[config.mk]
export PLATFORM = sky130hd
export DESIGN_NAME = drive_state_controller_unit
export DESIGN_NICKNAME = d
export VERILOG_FILES = /design/src/hw/rtl/dsc_pkg.sv /design/src/hw/rtl/dsc_xlate.sv /design/src/hw/rtl/drive_state_controller_unit.sv
export SDC_FILE = /design/constraint.sdc
export NUM_CORES = 1
export LEC_CHECK = 0
export ABC_AREA = 0
export BUFFER_PORTS_ARGS = -buffer_cell sky130_fd_sc_hd__buf_4
export CAP_MARGIN = 15
export CORE_ASPECT_RATIO = 0.9
export CORE_UTILIZATION = 57
export CTS_BUF_LIST = sky130_fd_sc_hd__clkbuf_8 sky130_fd_sc_hd__clkbuf_16
export DETAILED_ROUTE_END_ITERATION = 10
export GPL_TIMING_DRIVEN = 0
export PLACE_DENSITY = 0.81
export SETUP_SLACK_MARGIN = 0.02
export SLEW_MARGIN = 20
export SYNTH_ARGS = -nofsm -noshare
export SYNTH_HDL_FRONTEND = slang
export SYNTH_SLANG_ARGS = --single-unit
[constraint.sdc]
create_clock -name i_clk -period 8.2 [get_ports i_clk]
set_input_delay 1.64 -clock i_clk [delete_from_list [all_inputs] [get_ports i_clk]]
set_output_delay 1.64 -clock i_clk [all_outputs]
set_load 0.005 [all_outputs]
[src/hw/rtl/dsc_pkg.sv]
`timescale 1ns / 1ps

package dsc_pkg;

    localparam logic [3:0] ST_UNKNOWN    = 4'd0;
    localparam logic [3:0] ST_NOT_READY  = 4'd1;
    localparam logic [3:0] ST_DISABLED   = 4'd2;
    localparam logic [3:0] ST_READY      = 4'd3;
    localparam logic [3:0] ST_SWITCHED   = 4'd4;
    localparam logic [3:0] ST_ENABLED    = 4'd5;
    localparam logic [3:0] ST_QUICK_STOP = 4'd6;
    localparam logic [3:0] ST_FAULT_RXN  = 4'd7;
    localparam logic [3:0] ST_FAULT      = 4'd8;

    localparam logic [15:0] CW_SO = 16'h0001;
    localparam logic [15:0] CW_EV = 16'h0002;
    localparam logic [15:0] CW_QS = 16'h0004;
    localparam logic [15:0] CW_EO = 16'h0008;
    localparam logic [15:0] CW_FR = 16'h0080;

    localparam int unsigned SW_LIMIT_BIT = 11;

    localparam logic [1:0] LIM_NONE  = 2'd0;
    localparam logic [1:0] LIM_WARN  = 2'd1;
    localparam logic [1:0] LIM_ERROR = 2'd2;

    typedef struct packed {
        logic        ok;
        logic [15:0] set_mask;
        logic [15:0] clr_mask;
    } t_entry;

    typedef struct packed {
        logic [3:0]  drive_state;
        logic        state_changed;
        logic [3:0]  hop_state;
        logic [15:0] control_word;
        logic        transition_ok;
        logic        at_target;
        logic [1:0]  limit_status;
    } t_result;

    function automatic logic [3:0] decode_status(input logic [15:0] sw);
        logic [6:0] bits;
        bits = sw[6:0] & 7'h6F;
        case (bits)
            7'h00, 7'h20: decode_status = ST_NOT_READY;
            7'h40, 7'h60: decode_status = ST_DISABLED;
            7'h21:        decode_status = ST_READY;
            7'h23:        decode_status = ST_SWITCHED;
            7'h27:        decode_status = ST_ENABLED;
            7'h07:        decode_status = ST_QUICK_STOP;
            7'h0F, 7'h2F: decode_status = ST_FAULT_RXN;
            7'h08, 7'h28: decode_status = ST_FAULT;
            default:      decode_status = ST_UNKNOWN;
        endcase
    endfunction

    function automatic logic [3:0] step_toward_enabled(input logic [3:0] st);
        case (st)
            ST_UNKNOWN:                          step_toward_enabled = ST_NOT_READY;
            ST_NOT_READY, ST_FAULT:              step_toward_enabled = ST_DISABLED;
            ST_DISABLED:                         step_toward_enabled = ST_READY;
            ST_READY:                            step_toward_enabled = ST_SWITCHED;
            ST_SWITCHED, ST_ENABLED,
            ST_QUICK_STOP:                       step_toward_enabled = ST_ENABLED;
            ST_FAULT_RXN:                        step_toward_enabled = ST_FAULT;
            default:                             step_toward_enabled = ST_ENABLED;
        endcase
    endfunction

    function automatic t_entry lookup(input logic [3:0] from_st, input logic [3:0] to_st);
        t_entry e;
        e = '{ok: 1'b1, set_mask: 16'h0000, clr_mask: 16'h0000};
        case ({from_st, to_st})
            {ST_READY, ST_DISABLED}, {ST_ENABLED, ST_DISABLED},
            {ST_SWITCHED, ST_DISABLED}, {ST_QUICK_STOP, ST_DISABLED}: begin
                e.clr_mask = CW_FR | CW_EV;
            end
            {ST_UNKNOWN, ST_NOT_READY}, {ST_NOT_READY, ST_DISABLED},
            {ST_FAULT_RXN, ST_FAULT}: begin
                e.set_mask = 16'h0000;
            end
            {ST_DISABLED, ST_READY}, {ST_SWITCHED, ST_READY},
            {ST_ENABLED, ST_READY}: begin
                e.set_mask = CW_QS | CW_EV;
                e.clr_mask = CW_FR | CW_SO;
            end
            {ST_READY, ST_SWITCHED}, {ST_ENABLED, ST_SWITCHED}: begin
                e.set_mask = CW_QS | CW_EV | CW_SO;
                e.clr_mask = CW_FR | CW_EO;
            end
            {ST_SWITCHED, ST_ENABLED}, {ST_QUICK_STOP, ST_ENABLED}: begin
                e.set_mask = CW_QS | CW_EV | CW_SO | CW_EO;
                e.clr_mask = CW_FR;
            end
            {ST_READY, ST_QUICK_STOP}, {ST_SWITCHED, ST_QUICK_STOP},
            {ST_ENABLED, ST_QUICK_STOP}: begin
                e.set_mask = CW_EV;
                e.clr_mask = CW_FR | CW_QS;
            end
            {ST_FAULT, ST_DISABLED}: begin
                e.set_mask = CW_FR;
            end
            default: begin
                e.ok = 1'b0;
            end
        endcase
        lookup = e;
    endfunction

endpackage

[src/hw/rtl/dsc_xlate.sv]
`timescale 1ns / 1ps

module dsc_xlate
    import dsc_pkg::*;
(
    input  logic [15:0] i_status_word,
    input  logic [3:0]  i_target_state,
    input  logic        i_layer_ready,
    input  logic [3:0]  i_last_state,
    input  logic [15:0] i_control_reg,
    input  logic        i_prev_limit,
    output t_result     o_result
);

    logic [3:0]  st;
    logic [3:0]  hop;
    logic        at_tgt;
    logic        limit_now;
    t_entry      ent;

    always_comb begin
        st        = decode_status(i_status_word);
        at_tgt    = (st == i_target_state);
        hop       = (i_target_state == ST_ENABLED) ? step_toward_enabled(st)
                                                   : i_target_state;
        ent       = lookup(st, hop);
        limit_now = i_status_word[SW_LIMIT_BIT];

        o_result.drive_state   = st;
        o_result.state_changed = (st != i_last_state);
        o_result.at_target     = at_tgt;
        if (at_tgt) begin
            o_result.hop_state     = i_target_state;
            o_result.control_word  = i_control_reg;
            o_result.transition_ok = 1'b1;
        end else begin
            o_result.hop_state     = hop;
            o_result.transition_ok = ent.ok;
            o_result.control_word  = ent.ok
                ? ((i_control_reg | ent.set_mask) & ~ent.clr_mask)
                : i_control_reg;
        end

        if (!limit_now) begin
            o_result.limit_status = LIM_NONE;
        end else if (i_prev_limit || !i_layer_ready) begin
            o_result.limit_status = LIM_WARN;
        end else begin
            o_result.limit_status = LIM_ERROR;
        end
    end

endmodule

[src/hw/rtl/drive_state_controller_unit.sv]
`timescale 1ns / 1ps

// Channel | Handshake             | Payload
// input   | i_valid / o_stall     | i_status_word, i_target_state, i_layer_ready
// output  | o_valid / i_stall     | o_drive_state .. o_limit_status
//
// One item per clock sustained while the output is not stalled.
// An input register feeds the decode and table logic, whose result lands in
// the output register; drive state, control word and limit history advance
// as an item moves into the output register. Synchronous active-low reset
// clears the kept state and both valid flags. A stall on the output holds
// both registers and stalls the input once the input register is full.

module drive_state_controller_unit
    import dsc_pkg::*;
(
    input  logic        i_clk,
    input  logic        i_rst_n,
    input  logic        i_valid,
    output logic        o_stall,
    input  logic [15:0] i_status_word,
    input  logic [3:0]  i_target_state,
    input  logic        i_layer_ready,
    output logic        o_valid,
    input  logic        i_stall,
    output logic [3:0]  o_drive_state,
    output logic        o_state_changed,
    output logic [3:0]  o_hop_state,
    output logic [15:0] o_control_word,
    output logic        o_transition_ok,
    output logic        o_at_target,
    output logic [1:0]  o_limit_status
);

    logic        r_in_valid;
    logic [15:0] r_status_word;
    logic [3:0]  r_target_state;
    logic        r_layer_ready;
    logic        r_out_valid;
    t_result     r_out;
    logic [3:0]  r_last_state;
    logic [15:0] r_control_reg;
    logic        r_prev_limit;
    t_result     n_out;
    logic        adv;
    logic        in_xfer;

    assign adv     = r_in_valid && (!r_out_valid || !i_stall);
    assign o_stall = r_in_valid && !adv;
    assign in_xfer = i_valid && !o_stall;

    dsc_xlate u_xlate (
        .i_status_word  (r_status_word),
        .i_target_state (r_target_state),
        .i_layer_ready  (r_layer_ready),
        .i_last_state   (r_last_state),
        .i_control_reg  (r_control_reg),
        .i_prev_limit   (r_prev_limit),
        .o_result       (n_out)
    );

    always_ff @(posedge i_clk) begin
        if (!i_rst_n) begin
            r_in_valid    <= 1'b0;
            r_out_valid   <= 1'b0;
            r_last_state  <= ST_UNKNOWN;
            r_control_reg <= 16'h0000;
            r_prev_limit  <= 1'b0;
        end else begin
            if (in_xfer) begin
                r_in_valid <= 1'b1;
            end else if (adv) begin
                r_in_valid <= 1'b0;
            end
            if (adv) begin
                r_out_valid   <= 1'b1;
                r_last_state  <= n_out.drive_state;
                r_control_reg <= n_out.control_word;
                r_prev_limit  <= r_status_word[SW_LIMIT_BIT];
            end else if (!i_stall) begin
                r_out_valid <= 1'b0;
            end
        end
    end

    always_ff @(posedge i_clk) begin
        if (in_xfer) begin
            r_status_word  <= i_status_word;
            r_target_state <= i_target_state;
            r_layer_ready  <= i_layer_ready;
        end
        if (adv) begin
            r_out <= n_out;
        end
    end

    assign o_valid         = r_out_valid;
    assign o_drive_state   = r_out.drive_state;
    assign o_state_changed = r_out.state_changed;
    assign o_hop_state     = r_out.hop_state;
    assign o_control_word  = r_out.control_word;
    assign o_transition_ok = r_out.transition_ok;
    assign o_at_target     = r_out.at_target;
    assign o_limit_status  = r_out.limit_status;

    a_adv_fills_output: assert property (@(posedge i_clk) disable iff (!i_rst_n)
        adv |=> o_valid)
        else $error("advancing item did not reach output register");

    a_stall_holds_input: assert property (@(posedge i_clk) disable iff (!i_rst_n)
        o_stall |=> r_in_valid)
        else $error("stalled input item was dropped");

    a_target_consistent: assert property (@(posedge i_clk) disable iff (!i_rst_n)
        o_valid && o_at_target |-> o_transition_ok && (o_hop_state == o_drive_state))
        else $error("result at target with inconsistent hop or flag");

    a_ctrl_tracks_output: assert property (@(posedge i_clk) disable iff (!i_rst_n)
        o_valid |-> (o_control_word == r_control_reg) && (o_drive_state == r_last_state))
        else $error("kept state differs from last delivered result");

endmodule

==> metrics.csv <==
metric;value;unit
synthesized instance count;205;
Hold Slack;467;ps
PostCTS Resize Cnt;0;
Setup Buffers After CTS;0;
row count;21;
hold-fix buffers at CTS;0;
largest net degree at the start of global routing;28;
clock skew;7.40;ps
Area contributors post-synth;edfxtp_1, dfxtp_1, buf_4;
register area share after synthesis;50.1;%
Worst R2R Path Depth;13;
max-slew violations;0;
Hold Path Class;register to register;
Routed WL;4090;um
Max Clock Freq;0.267;GHz
min Tclk post-route;3740;ps
ANT cells;0;
PortBufs;35;
commonest non-fill, non-tap cell in the layout;buf_4;
Die Wd;68.6;um
ratio of cells with drive above 1 in the final layout;31.0;%
pre-CTS WS;4460;ps
CTS sink count;42;
setup_tns;0;ps
routed length per instance;13.5;um
drc violations;0;
share of the synthesized area in the top cell type;39.5;%
GRT overflow;0;
Initial Utilization;60.2;%
vias in the first global route;1433;
max_slew headroom;38.3;%
GP Congestion;0.848;
vias per cell;5.45;
number of flip-flops in the largest register;7;
RSZ-0062 raised after global routing;no;
status;complete, no violations;
top_reg_cell synth;edfxtp_1;
Clock Latency Late Sink;300;ps
PD cells;164;mW/mm2
IO Count;56;
Root Driver;clkbuf_8;
Hold Fails Final Rpt;0;
worst r2r dst;o_control_word[7];
DIE AREA;0.00425;mm2
Max Cap Violations;0;
number of enable flip-flop cells after synthesis;30;
flops & latches, synth;42;
CTS Buffer Depth;2;
Slew @ Worst Pin;924;ps
synthesis-to-layout area growth;20.4;%
fraction of registers with async set or reset after synthesis;0;%
Initial DRC Count;138;
worst-path fanout max;3;
fin area;0.00274;mm2
Worst-path clk slew;80;ps
period utilisation layout;45.6;%
cell taking the most area after synthesis;edfxtp_1;
commonest cells after routing, fill and taps aside;buf_4, edfxtp_1, nor2_1;
Die Ht;62.0;um
Final setup viols;0;
crit end category;output pin;
first-pass GRT wire length;6530;um
Pleak;1.11;nW
internal reg-to-reg setup slack;4520;ps
Total GRT Usage;21.5;%
fin nets;287;
initial antenna violation count;0;
worst endpoint required time;6560;ps
worst setup path class;input port to output pin;
Pre-Repair DR Iteration Count;4;
Arr. time, crit path;2100;ps
Startpoint Class;input port;
DP Wirelength;3040;um
Synth warnings;0;
fillcell total;275;
crit path launch;i_stall;
ANT nets after route;0;
CORE AREA;0.00378;mm2
synth unique cells;66;
FF-to-FF Start;r_status_word[2];
syn avg cell area;11.1;um2
peak supply drop;0.000110;V
Num CTS Buffers;5;
H-tree depth;2;
CTS tree;built;
vias;1656;
placed instance area;0.00264;mm2
mapped cell area;0.00228;mm2
Setup crit end;o_stall;
Final WS setup;4460;ps
-- stage by stage --
step / instances / power (mW) / utilization, %
floorplan: 215 / 0.285 / -
global placement: 296 / 0.304 / 69.7
detailed placement: 296 / 0.306 / 69.7
CTS: 304 / 0.453 / 72.5
global route: 304 / 0.470 / 72.5
finish: 304 / 0.451 / 72.5
-- worst max-delay path, cell delays in order --
cell,delay (ps)
buf_4,120
and3_1,200
buf_4,140
-- synth_stat cells, types with 3 or more instances --
library cell  number
a41oi_1            4
and3_1             5
inv_1             10
nor3_1             4
buf_4             12
nor2b_1            4
ha_1               5
edfxtp_1          30
xnor2_1            7
or3_1              3
nand2_1           12
a21oi_1           11
dfxtp_1           12
a31oi_1            4
nor2_1            19
o21ai_0            3
-- layer usage --
layer	vias up	GRT usage [%]	share of wire (%)
met5	-	0	0
met4	0	9.52	1.3
met3	6	4.93	4.7
met2	56	35.6	50
met1	755	26.9	44
li1	839	-	-
-- worst min path at each step --
stage	from	to	slack, ps	depth (start not counted)
floorplan	r_prev_limit	r_prev_limit	440	2
global placement	r_prev_limit	r_prev_limit	440	2
detailed placement	r_prev_limit	r_prev_limit	460	2
CTS	r_prev_limit	r_prev_limit	470	2
global route	r_control_reg[1]	r_control_reg[1]	490	2
finish	r_prev_limit	r_prev_limit	470	2
-- logic make-up after synthesis --
family	synth area share, %
AO/OA/AOI/OAI	18.1
XOR/XNOR	3.08
adder cells (fa/ha/maj)	2.75
buffers and inverters	7.69
flip-flops	50.1
multiplexers	1.37
other	0.165
AND/OR/NAND/NOR	16.8
-- power by group --
part	switching, mW	total, mW	internal (mW)
Sequential	0.00632	0.245	0.238
Combinational	0.0297	0.0569	0.0271
Clock	0.0712	0.150	0.0785
-- layout make-up --
cell class / count / area, um2 / share of cell area, %
Inverter: 11 / 43.8 / 1.60
Multi-Input combinational cell: 144 / 1000 / 36.4
Timing Repair Buffer: 35 / 263 / 9.58
Sequential cell: 42 / 1140 / 41.6
Tap cell: 46 / 57.6 / 2.10
Buffer: 18 / 131 / 4.79
Clock buffer: 6 / 93.8 / 3.42
Clock inverter: 2 / 13.8 / 0.502
No activity file was read; power rests on OpenSTA's default activity.
